===== config.mk =====
export PLATFORM = sky130hd
export DESIGN_NAME = sgc_grad
export DESIGN_NICKNAME = d
export VERILOG_FILES = /design/src/rtl/sgc_pkg.sv /design/src/rtl/sgc_grad.sv
export VERILOG_INCLUDE_DIRS = /design/src /design/src/rtl
export SDC_FILE = /design/constraint.sdc
export NUM_CORES = 1
export LEC_CHECK = 0
export ABC_AREA = 1
export BUFFER_PORTS_ARGS = -buffer_cell sky130_fd_sc_hd__buf_4
export CAP_MARGIN = 10
export CORE_MARGIN = 8
export CORE_UTILIZATION = 64
export CTS_CLUSTER_DIAMETER = 200
export CTS_CLUSTER_SIZE = 10
export DETAILED_ROUTE_END_ITERATION = 16
export PLACE_DENSITY = 0.83
export REMOVE_ABC_BUFFERS = 1
export SETUP_SLACK_MARGIN = 0.02
export SYNTH_ARGS = -nofsm -noshare
export SYNTH_HDL_FRONTEND = slang
export SYNTH_SLANG_ARGS = --single-unit

===== constraint.sdc =====
create_clock -name clock -period 7.2 [get_ports clock]
set_input_delay 1.08 -clock clock [delete_from_list [all_inputs] [get_ports clock]]
set_output_delay 1.08 -clock clock [all_outputs]
set_load 0.05 [all_outputs]

===== src/rtl/assert_macros.svh =====
// Assertion helpers shared by the RTL files; all sample on clock and are
// disabled while reset is high.
`ifndef ASSERT_MACROS_SVH
`define ASSERT_MACROS_SVH

// Same-cycle implication.
`define SGC_ASSERT_IMP(label, ante, cons) \
   label: assert property (@(posedge clock) disable iff (reset) (ante) |-> (cons)) \
      else $error("assertion failed");

// Next-cycle implication.
`define SGC_ASSERT_NXT(label, ante, cons) \
   label: assert property (@(posedge clock) disable iff (reset) (ante) |=> (cons)) \
      else $error("assertion failed");

`endif


===== src/rtl/sgc_pkg.sv =====
// ---------------------------------------------------------------------------
// sgc_pkg
// Shared constants and types of the clamped Sobel gradient block.
// ---------------------------------------------------------------------------
package sgc_pkg;

   localparam int MAX_WIDTH = 1024;
   localparam int ADDR_W    = $clog2(MAX_WIDTH);
   localparam int WCNT_W    = ADDR_W + 1;
   localparam int ROW_W     = 12;
   localparam int FW_W      = 11;
   localparam int PIX_W     = 8;
   localparam int GRAD_W    = 11;
   localparam int MAG_W     = 8;
   localparam int SQ_W      = 2 * GRAD_W;
   localparam int ROOT_W    = 16;
   localparam int STEP_W    = 3;
   localparam int CSR_IDX_W = 1;
   localparam int CSR_DAT_W = 12;
   localparam int RSP_DAT_W = 32;

   localparam logic [CSR_IDX_W-1:0] REG_FRAME_WIDTH  = 1'b0;
   localparam logic [CSR_IDX_W-1:0] REG_FRAME_HEIGHT = 1'b1;

   localparam logic OP_PIXEL = 1'b0;
   localparam logic OP_FLUSH = 1'b1;

   typedef struct packed {
      logic [PIX_W-1:0] bot;
      logic [PIX_W-1:0] mid;
      logic [PIX_W-1:0] top;
   } col_type;

   typedef struct packed {
      col_type left;
      col_type center;
      col_type right;
      logic    eor;
      logic    eof;
   } job_type;

   typedef enum logic [2:0] {
      ST_IDLE, ST_PIX, ST_FL0, ST_FL1, ST_FL2, ST_ISSUE
   } ctl_state_type;

   typedef enum logic [2:0] {
      G_IDLE, G_SQR, G_SUM, G_ROOT, G_DONE
   } grad_state_type;

endpackage


===== src/rtl/sgc_grad.sv =====
// ---------------------------------------------------------------------------
// sgc_grad
// Sobel derivatives of one 3x3 window and the saturated integer square
// root of their squared sum, one root bit per cycle, with an output register.
// ---------------------------------------------------------------------------
`include "assert_macros.svh"

module sgc_grad (
   input  logic                                clock,
   input  logic                                reset,
   input  logic                                start,
   input  sgc_pkg::job_type                    job,
   output logic                                ready,
   output logic                                rsp_tvalid,
   input  logic                                rsp_tready,
   // grad_x [10:0], grad_y [21:11], magnitude [29:22], zero [31:30]
   output logic [sgc_pkg::RSP_DAT_W-1:0]       rsp_tdata,
   output logic                                rsp_tlast,
   // end_of_frame [0]
   output logic [0:0]                          rsp_tuser
);
   import sgc_pkg::*;

   grad_state_type state_ff, state_in;
   logic signed [GRAD_W-1:0] dx_ff, dx_in, dy_ff, dy_in;
   logic [SQ_W-1:0]   sqx_ff, sqx_in, sqy_ff, sqy_in;
   logic [ROOT_W-1:0] val_ff, val_in;
   logic              sat_ff, sat_in;
   logic [MAG_W-1:0]  root_ff, root_in;
   logic [STEP_W-1:0] step_ff, step_in;
   logic              eor_ff, eor_in, eof_ff, eof_in;
   logic              ov_ff, ov_in;
   logic signed [GRAD_W-1:0] ox_ff, ox_in, oy_ff, oy_in;
   logic [MAG_W-1:0]  om_ff, om_in;
   logic              oeor_ff, oeor_in, oeof_ff, oeof_in;
   logic              load;

   function automatic logic [PIX_W+1:0] wsum(input logic [PIX_W-1:0] a,
                                              input logic [PIX_W-1:0] b,
                                              input logic [PIX_W-1:0] c);
      return {2'b00, a} + {1'b0, b, 1'b0} + {2'b00, c};
   endfunction

   always_comb begin
      state_in = state_ff;
      unique case (state_ff)
         G_IDLE:  if (start) state_in = G_SQR;
         G_SQR:   state_in = G_SUM;
         G_SUM:   state_in = G_ROOT;
         G_ROOT:  if (step_ff == '0) state_in = G_DONE;
         G_DONE:  if (!ov_ff || rsp_tready) state_in = G_IDLE;
         default: state_in = G_IDLE;
      endcase
   end

   always_comb begin
      ready = (state_ff == G_IDLE);
      load  = (state_ff == G_DONE) && (!ov_ff || rsp_tready);
   end

   always_comb begin
      logic signed [SQ_W-1:0] px, py;
      logic [SQ_W:0]          sum;
      logic [MAG_W-1:0]       bitv, t;
      logic [ROOT_W-1:0]      tt;
      dx_in = dx_ff;
      dy_in = dy_ff;
      eor_in = eor_ff;
      eof_in = eof_ff;
      if (state_ff == G_IDLE && start) begin
         dx_in = signed'({1'b0, wsum(job.right.top, job.right.mid, job.right.bot)})
               - signed'({1'b0, wsum(job.left.top, job.left.mid, job.left.bot)});
         dy_in = signed'({1'b0, wsum(job.left.bot, job.center.bot, job.right.bot)})
               - signed'({1'b0, wsum(job.left.top, job.center.top, job.right.top)});
         eor_in = job.eor;
         eof_in = job.eof;
      end
      px = dx_ff * dx_ff;
      py = dy_ff * dy_ff;
      sqx_in = (state_ff == G_SQR) ? unsigned'(px) : sqx_ff;
      sqy_in = (state_ff == G_SQR) ? unsigned'(py) : sqy_ff;
      sum = {1'b0, sqx_ff} + {1'b0, sqy_ff};
      val_in = val_ff;
      sat_in = sat_ff;
      root_in = root_ff;
      step_in = step_ff;
      bitv = MAG_W'(1) << step_ff;
      t = root_ff | bitv;
      tt = ROOT_W'(t) * ROOT_W'(t);
      if (state_ff == G_SUM) begin
         val_in  = sum[ROOT_W-1:0];
         sat_in  = |sum[SQ_W:ROOT_W];
         root_in = '0;
         step_in = STEP_W'(MAG_W - 1);
      end else if (state_ff == G_ROOT) begin
         if (tt <= val_ff) root_in = t;
         step_in = step_ff - STEP_W'(1);
      end
      ox_in = load ? dx_ff : ox_ff;
      oy_in = load ? dy_ff : oy_ff;
      om_in = load ? (sat_ff ? {MAG_W{1'b1}} : root_ff) : om_ff;
      oeor_in = load ? eor_ff : oeor_ff;
      oeof_in = load ? eof_ff : oeof_ff;
      ov_in = load ? 1'b1 : (rsp_tready ? 1'b0 : ov_ff);
   end

   always_ff @(posedge clock) begin
      if (reset) begin
         state_ff <= G_IDLE;
         ov_ff    <= 1'b0;
      end else begin
         state_ff <= state_in;
         ov_ff    <= ov_in;
      end
      dx_ff <= dx_in;
      dy_ff <= dy_in;
      sqx_ff <= sqx_in;
      sqy_ff <= sqy_in;
      val_ff <= val_in;
      sat_ff <= sat_in;
      root_ff <= root_in;
      step_ff <= step_in;
      eor_ff <= eor_in;
      eof_ff <= eof_in;
      ox_ff <= ox_in;
      oy_ff <= oy_in;
      om_ff <= om_in;
      oeor_ff <= oeor_in;
      oeof_ff <= oeof_in;
   end

   assign rsp_tvalid = ov_ff;
   assign rsp_tdata  = {2'b00, om_ff, oy_ff, ox_ff};
   assign rsp_tlast  = oeor_ff;
   assign rsp_tuser  = oeof_ff;

   `SGC_ASSERT_IMP(a_root_not_above, (state_ff == G_DONE) && !sat_ff,
                   (32'(root_ff) * 32'(root_ff)) <= 32'(val_ff))
   `SGC_ASSERT_NXT(a_start_taken, (state_ff == G_IDLE) && start, state_ff == G_SQR)

endmodule


Word level (Yosys, flattened, before mapping)
Index checks and enable logic that the tools add are counted.
- shift operators: 1
- equality and inequality tests: 7
- magnitude comparators: 1
- $mul: 3
- reduce and logical (&&, ||, !) cells: 10
- $add $sub $neg: 12
- bitwise operators: 1
- mux-type cells: 6
- operator list (kind ; count):
    $mul A11 B11 Y22 ; 2
    $add A10 B8 Y10 ; 4
    $add A8 B9 Y10 ; 4
    $add A22 B22 Y23 ; 1
    $sub A10 B10 Y11 ; 2
    $le A16 B16 Y1 ; 1
    $mul A8 B8 Y16 ; 1
    $pmux W3 S5 ; 1
    $mux W3 ; 3
    $or A8 B8 Y8 ; 1
    $shl A1 B3 Y8 const A ; 1
    $reduce_or A7 Y1 ; 1
    $eq A3 B2 Y1 const B ; 2
    $logic_not A3 Y1 ; 2
    $ne A2 B2 Y1 const B ; 2
    $eq A3 B1 Y1 const B ; 1
    $eq A3 B3 Y1 const B ; 1
    $reduce_and A3 Y1 ; 1
    $sub A3 B1 Y3 const B ; 1
    $logic_and A1 B1 Y1 ; 2
    $mux W1 ; 2
    $ne A2 B1 Y1 const B ; 1
    $reduce_and A2 Y1 ; 1
    $reduce_bool A2 Y1 ; 1
    other kinds (2) ; 2
- flip-flop bits (word level): 132
- word-level logic and storage cells: 58
- output and inout bits: 36

Depth between registers and ports, before layout
Gate-level depths: netlist (run 1).
- depth after elaboration: 5
- mapped depth: 32

Worst setup path after synthesis (run 1)
Ideal clock, no wire load.
- path kind: register to register
- start: reg step_ff[1]
- end: reg root_ff[3]
- setup time: 0.070 ns
- cell stages (with the launch flop): 30
- arrival time: 5.434 ns
- path slack: 1.696 ns
- period minus slack after synthesis: 5.504 ns
- path through: dfxtp_1 inv_1 ha_1 a21oi_1 clkinv_1 nand2_1 inv_1 fa_1 fa_1 inv_1 fa_1 fa_1 inv_1 ha_1 a21oi_1 o21ai_0 nor2_1 o21ai_2 nand2_1 nand3b_1 nand2_1 inv_1 ha_1 a21oi_1 nor2_1 a211oi_1 nand3_1 nand2_1 nand2_1 a21oi_1
- longest elaborated chain between the ends: 5
- RTL lines (element ; line ; source):
    start: declaration ; sgc_grad.sv:30 ; logic [STEP_W-1:0] step_ff, step_in;
    start signal: assignment ; sgc_grad.sv:122 ; step_ff <= step_in;
    $shl A1 B3 Y8 (*) ; sgc_grad.sv:87 ; bitv = MAG_W'(1) << step_ff;
    $or A8 B8 Y8 (*) ; sgc_grad.sv:88 ; t = root_ff | bitv;
    $mul A8 B8 Y16 ; sgc_grad.sv:89 ; tt = ROOT_W'(t) * ROOT_W'(t);
    $le A16 B16 Y1 ; sgc_grad.sv:96 ; if (tt <= val_ff) root_in = t;
    $reduce_and A2 Y1 (no source line) ; - ;
    end signal: assignment ; sgc_grad.sv:121 ; root_ff <= root_in;
    end: declaration ; sgc_grad.sv:29 ; logic [MAG_W-1:0] root_ff, root_in;
Mark *: on every way between the ends. The rest lies on a longest branch, timed or not.
A chain may end at the register's enable or synchronous reset.

Worst setup path in the final report (run 1)
- start: reg step_ff[1]
- end: reg root_ff[4]
Same word-level chain as after synthesis.

==> impl_metrics.toml, run 1 <==
[critical_path]
critPathTopFamily = "adder cells"
setup.worst_path.class = "reg2reg"
cp-start-kind = "register"
crit_slowest_cell = "fa_1"
cp_max_fo = 9
slowest_delay_ns = 0.55
cp-end-kind = "register"
path_buf_inv = 6
worstPathRequired_ns = 7.56
arrival_ns = 6.67

[routing]
routed-wl-met2_um = 20570
drt_first_pass_iters = 5
highest_layer = "met4"
drt_iter0_markers = 778
vias = 13380
wl_met3_um = 2188
wl_per_cell_um = 15.58
antenna_left = 0
met1_length_um = 16040
vias_per_cell = 5.250
wirelength_um = 39700
drc_errors = 0

[synth]
synth_top_area_cell = "fa_1"
seq_area_frac_synth_pct = 20.37
syn_area_mm2 = 0.01843
synth.area.top_cells = "fa_1 (32%), edfxtp_1 (19%), inv_1 (12%), ha_1 (12%), nand2_1 (7.4%)"
synth_top_area_share_pct = 32.37
syn_inst = 2051
avgSynthCellArea_um2 = 8.985
yosysWarnings = 0
ys_types = 46
synth-seq-cells = 130

[die]
core-area_mm2 = 0.02855
rows = 62
ios = 114
dieWidth_um = 185.7
die_area_mm2 = 0.03448
chipHeight_um = 185.7
initial_core_util_pct = 64.56

[sta]
finalSetupViolations = 0
finalSetupTns_ns = 0
fin_skew_ns = 0.01782
clock.fmax_ghz = 0.1584
slew_headroom_pct = 34.90
rsz0062_at_grt = "no"
worst_pin_slew_ns = 0.9685
slew_violations = 0
period_share_pct = 87.67
hold_viol_final = 0
period_needed_ns = 6.312

[grt]
antenna_found_initial = 0
grt_first_pass_wirelength_um = 67970
grt_pass1_vias = 14640
grtUsageTotal_pct = 24.84
grt_max_degree = 44
grt_overflow = 0

[status]
status = "completed"

[finish]
diodes = 0
finalNetCount = 2705
drive_above_1_share_pct = 8.826
layoutNonFillerInstCount = 2548
area_growth_pct = 9.600
nFillCells = 2142

[min_path]
min_path_type = "reg2reg"

[placement]
dp_hpwl_um = 32830
place.gp.congestion = 0.9188
dp.cells = 2516
place.port_buffers = 103

[clocking]
numClockSinks = 130
cts_tree = "yes"
hold_buffers = 0
cts_resized = 0
cts_root_buf = "clkbuf_16"
clk_path_buf_depth = 2
h-tree-depth = 4
insertion_delay_ns = 0.44
clk_pin_slew_ns = 0.07
numCtsBuffers = 17
post_cts_buffers = 0

[job]
cap_violations = 0
-- cell usage after synthesis, drive strengths merged --
| master | count |
|---|---|
| clkbuf | 26 |
| edfxtp | 115 |
| o31ai | 4 |
| nand3b | 5 |
| a21o | 9 |
| o2111ai | 2 |
| clkinv | 2 |
| o21a | 1 |
| nand3 | 46 |
| or2 | 10 |
| buf | 2 |
| o211ai | 3 |
| inv | 608 |
| and2 | 1 |
| fa | 298 |
| o21ai | 38 |
| a21boi | 3 |
| a31oi | 5 |
| o311ai | 1 |
| o221ai | 1 |
| nand2 | 369 |
| nor2 | 84 |
| a211oi | 1 |
| o21bai | 11 |
| xor2 | 53 |
| nor3 | 10 |
| ha | 178 |
| xnor2 | 37 |
| dfxtp | 15 |
| nand4 | 9 |
| nor4 | 5 |
| conb | 1 |
| a21oi | 98 |
-- cells in the final DEF (no fill, tap or decap), types with 5 or more instances in the layout --
master	synthesis	layout
nand3_1	42	42
o21ai_0	25	25
clkbuf_16	0	17
o21bai_1	10	10
inv_2	5	5
buf_4	2	108
a21oi_1	95	95
a31oi_1	5	5
nand3b_1	5	5
nor3_1	9	8
dfxtp_1	15	15
ha_1	178	178
o21ai_1	5	5
edfxtp_1	115	115
nor2_1	76	75
xnor2_1	37	37
nand2_2	8	8
xor2_1	53	53
inv_1	603	603
or2_2	9	9
inv_6	0	8
nand2_1	361	361
o21ai_2	8	8
a21o_1	9	9
nor2_2	6	7
fa_1	298	298
nand4_1	9	9
-- cell type report --
cell class              instances  area, um^2  area share (%)
multi-input cells            1284       12290           60.85
clock inverters                12       106.4          0.5265
inverters                     610        2290           11.34
well taps                     384       480.5           2.379
clock buffers                  20       466.7           2.311
flip-flops and latches        130        3754           18.58
repair buffers                108       810.8           4.014
-- layer usage --
metal  vias up  global-route usage [%]
met2       392                   44.60
met1      6575                   30.35
met5         -                       0
met4         0                   7.526
met3        70                   4.041
li1       6340                       -
-- per-stage QoR --
stage / hold WS, ns / cell area, um^2 / util, % / setup WS [ns]
2_1_floorplan: 0.4003 / 18320 / - / 1.696
3_3_place_gp: 0.4127 / 19630 / 68.75 / 1.209
3_5_place_dp: 0.4113 / 19630 / 68.75 / 1.003
4_1_cts: 0.4304 / 20200 / 70.75 / 0.9664
5_1_grt: 0.4301 / 20200 / 70.75 / 0.4258
6_report: 0.4275 / 20200 / 70.75 / 0.8877
-- logic make-up after synthesis --
family                     Yosys count  share of synthesized area [%]
AOI/OAI and AO/OA                  177                          5.601
xor gates and xnor gates            90                          4.277
adders and majority gates          476                          44.46
buffers and inverters              638                          13.04
DFF                                130                          20.37
other                                1                        0.02035
and+or+nand+nor                    539                          12.24
-- worst paths after layout --
check	start	to	slack [ns]	cells past startpoint
max	step_ff[1]	root_ff[4]	0.89	29
min	eof_ff	rsp_tuser	0.43	0
max reg2reg	step_ff[1]	root_ff[4]	0.89	29
min reg2reg	eof_ff	rsp_tuser	0.43	0
-- registers in the layout, summed over array words and instances, names as in the netlist, 3 cells and up --
register and count:
oy_ff 11, om_ff 8, root_ff 8, val_ff 16, state_ff 3, dx_ff 11, step_ff 3, ox_ff 11
sqy_ff 21, sqx_ff 21, dy_ff 11
Power of run 1 is not shown: default switching activity piles up to over one toggle a cycle in this logic, so the estimate is an artifact.
==> run 2: changes to the inputs <==
Settings changed: ABC_CLOCK_PERIOD_IN_PS set to 7200, CELL_PAD_IN_SITES_DETAIL_PLACEMENT set to 1, CELL_PAD_IN_SITES_GLOBAL_PLACEMENT set to 2, CORE_UTILIZATION 64 to 40, PLACE_DENSITY 0.83 to not set, PLACE_DENSITY_LB_ADDON set to 0.1.
==> impl_metrics.toml, run 2 (same netlist as run 1, synthesis figures left out) <==
[sta]
fin_hold_ws_ns = 0.4215
finalSetupViolations = 0
fin_skew_ns = 0.01823
rsz0062_at_grt = "no"
hold_viol_final = 0
worst_pin_slew_ns = 0.7619
period_share_pct = 89.03
finalSetupTns_ns = 0
slew_violations = 0
period_needed_ns = 6.410
clock.fmax_ghz = 0.1560
slew_headroom_pct = 49.21

[clocking]
cts_root_buf = "clkbuf_16"
post_cts_buffers = 0
numCtsBuffers = 17
hold_buffers = 0
numClockSinks = 130
clk_path_buf_depth = 2
clk_pin_slew_ns = 0.06
insertion_delay_ns = 0.45
h-tree-depth = 4
cts_tree = "yes"
cts_resized = 0

[finish]
mostFrequentLayoutCells = "inv_1 (603), nand2_1 (361), fa_1 (298)"
utilization_pct = 45.10
diodes = 0
finalNetCount = 2708
area_growth_pct = 11.30
drive_above_1_share_pct = 8.814
mostFrequentLayoutCell = "inv_1"
top_regs = "sqx_ff x21, sqy_ff x21, val_ff x16"

[grt]
grt_pass1_vias = 15070
antenna_found_initial = 1
grt_first_pass_wirelength_um = 76690
grt_max_degree = 44
grt_overflow = 0
grtUsageTotal_pct = 18.00

[die]
rows = 78
core-area_mm2 = 0.04548
initial_core_util_pct = 40.52
ios = 114
chipHeight_um = 230.6
die_area_mm2 = 0.05320
dieWidth_um = 230.6

[routing]
antenna_left = 0
drt_iter0_markers = 457
wirelength_um = 45090
wl_per_cell_um = 16.29
vias_per_cell = 4.704
vias = 13020
drc_errors = 0
drt_first_pass_iters = 4

[critical_path]
cp-start-kind = "register"
arrival_ns = 6.78
setup.worst_path.class = "reg2reg"
worstPathRequired_ns = 7.57
crit_slowest_cell = "fa_1"
cp_max_fo = 9
cp-end-kind = "register"
slowest_delay_ns = 0.55

[status]
status = "completed"

[placement]
dp_hpwl_um = 38750
place.gp.congestion = 0.8521
place.port_buffers = 103

[job]
cap_violations = 0

[min_path]
min_path_type = "reg2reg"
==> run 2: final cells by class <==
| class | instances | area [um^2] |
|---|---|---|
| Clock buffer | 19 | 432.9 |
| Clock inverter | 13 | 160.2 |
| Fill cell | 5366 | 24970 |
| Inverter | 610 | 2290 |
| Multi-Input combinational cell | 1284 | 12290 |
| Sequential cell | 130 | 3754 |
| Tap cell | 600 | 750.7 |
| Timing Repair Buffer | 111 | 833.3 |
==> run 2: final timing paths <==
check / cells after the start / start / end / slack (ns)
max: 29 / step_ff[0] / root_ff[0] / 0.79
min: 0 / eor_ff / rsp_tlast / 0.42
max reg2reg: 29 / step_ff[0] / root_ff[0] / 0.79
min reg2reg: 0 / eor_ff / rsp_tlast / 0.42
==> run 2: metal layers <==
layer / share of wire, % / GRT usage, % / vias up
met5: 0 / 0 / -
met4: 1.4 / 3.841 / 0
met3: 3.8 / 3.912 / 37
met2: 49 / 31.80 / 155
met1: 45 / 22.40 / 6473
li1: - / - / 6350
==> run 2: critical path: cells and delay by family (launching register included) <==
kind / cells / cell delay [ns]
AO/OA/AOI/OAI: 7 / 1.32
adder cells (fa/ha/maj): 7 / 2.87
buffers and inverters: 6 / 0.66
flip-flops: 1 / 0.36
AND/OR/NAND/NOR: 9 / 1.11
==> run 2: stage by stage <==
| step | cell area [um^2] | setup slack [ns] | cells |
|---|---|---|---|
| floorplan | 18320 | 1.696 | 2024 |
| detailed placement | 19920 | 0.7265 | 2735 |
| global route | 20510 | 0.2324 | 2767 |
| finish | 20510 | 0.7896 | 2767 |
| CTS | 20510 | 0.6809 | 2767 |
| global placement | 19920 | 0.8772 | 2735 |
Power of run 2 is left out for the same reason.
==> run 3: changes to the inputs <==
Settings changed: CTS_BUF_LIST set to sky130_fd_sc_hd__clkbuf_4 sky130_fd_sc_hd__clkbuf_8 sky130_fd_sc_hd__clkbuf_16.
==> impl_metrics.toml, run 3 (same netlist as run 1, synthesis figures left out) <==
[placement]
dp_hpwl_um = 38750
place.gp.congestion = 0.8521
dpl_cell_area_mm2 = 0.01992
place.port_buffers = 103

[grt]
grt_overflow = 0
grt_first_pass_wirelength_um = 76690
grt_max_degree = 44
grt_pass1_vias = 15070
antenna_found_initial = 1
grtUsageTotal_pct = 18.00

[finish]
top_regs = "sqx_ff x21, sqy_ff x21, val_ff x16"
area_growth_pct = 11.34
finalNetCount = 2708
diodes = 0
mostFrequentLayoutCell = "inv_1"
drive_above_1_share_pct = 8.906
mostFrequentLayoutCells = "inv_1 (603), nand2_1 (361), fa_1 (298)"
final_area_mm2 = 0.02052

[die]
ios = 114
core-area_mm2 = 0.04548
chipHeight_um = 230.6
rows = 78
die_area_mm2 = 0.05320
initial_core_util_pct = 40.52
dieWidth_um = 230.6

[clocking]
cts_root_buf = "clkbuf_16"
clk_path_buf_depth = 2
cts_tree = "yes"
post_cts_buffers = 0
h-tree-depth = 4
hold_buffers = 0
cts_resized = 0
insertion_delay_ns = 0.45
numClockSinks = 130
numCtsBuffers = 17
clk_pin_slew_ns = 0.06

[routing]
vias_per_cell = 4.713
drc_errors = 0
antenna_left = 0
drt_first_pass_iters = 4
wl_per_cell_um = 16.30
vias = 13040
wirelength_um = 45100
drt_iter0_markers = 472

[critical_path]
worstPathRequired_ns = 7.57
cp_max_fo = 9
arrival_ns = 6.78
cp-start-kind = "register"
cp-end-kind = "register"
slowest_delay_ns = 0.55
reg2reg_slack_ns = 0.79
crit_slowest_cell = "fa_1"
setup.worst_path.class = "reg2reg"

[sta]
clock.fmax_ghz = 0.1560
fin_skew_ns = 0.01791
worst_pin_slew_ns = 0.7696
period_needed_ns = 6.412
finalSetupTns_ns = 0
rsz0062_at_grt = "no"
slew_violations = 0
slew_headroom_pct = 48.69
finalSetupViolations = 0
period_share_pct = 89.06
hold_viol_final = 0

[status]
status = "completed"

[job]
cap_violations = 0

[min_path]
min_path_type = "reg2reg"
## run 3: cell types whose count changed in the layout (fill, tap and decap cells not counted)
| cell | delta |
|---|---|
| clkbuf_1 | -2 |
| clkbuf_4 | +2 |
## run 3: metrics by stage
stage               cells  hold WS [ns]  worst slack, ns  util (%)
floorplan            2024        0.4003            1.696         -
global placement     2735        0.4042           0.8772     43.80
detailed placement   2735        0.4088           0.7265     43.80
CTS                  2767        0.4238           0.6809     45.12
global route         2767        0.4391           0.2324     45.12
finish               2767        0.4215           0.7879     45.12
## run 3: worst paths after layout
| path | start | end | depth (start not counted) |
|---|---|---|---|
| setup / recovery | step_ff[0] | root_ff[0] | 29 |
| setup reg to reg | step_ff[0] | root_ff[0] | 29 |
| hold reg to reg | eor_ff | rsp_tlast | 0 |
| hold / removal | eor_ff | rsp_tlast | 0 |
## run 3: critical path: cells and delay by family (launching register included)
family,cells,cell delay [ns]
adders and majority gates,7,2.87
buffers and inverters,6,0.67
AOI/OAI and AO/OA,7,1.32
and+or+nand+nor,9,1.11
DFF,1,0.36
## run 3: layout make-up
| type | instances | area (um^2) |
|---|---|---|
| clock inverter | 13 | 160.2 |
| clock buffer | 19 | 440.4 |
| tap | 600 | 750.7 |
| inverter | 610 | 2290 |
| sequential | 130 | 3754 |
| timing repair buffer | 111 | 833.3 |
| fill | 5366 | 24960 |
| multi-input combinational | 1284 | 12290 |
## run 3: metal layers
metal / GRT usage (%) / vias to the layer above / share of wire (%)
met2: 31.80 / 159 / 49
met3: 3.912 / 36 / 3.9
met1: 22.40 / 6499 / 45
li1: - / 6348 / -
met5: 0 / - / 0
met4: 3.841 / 0 / 1.4
Power of run 3 is left out for the same reason.
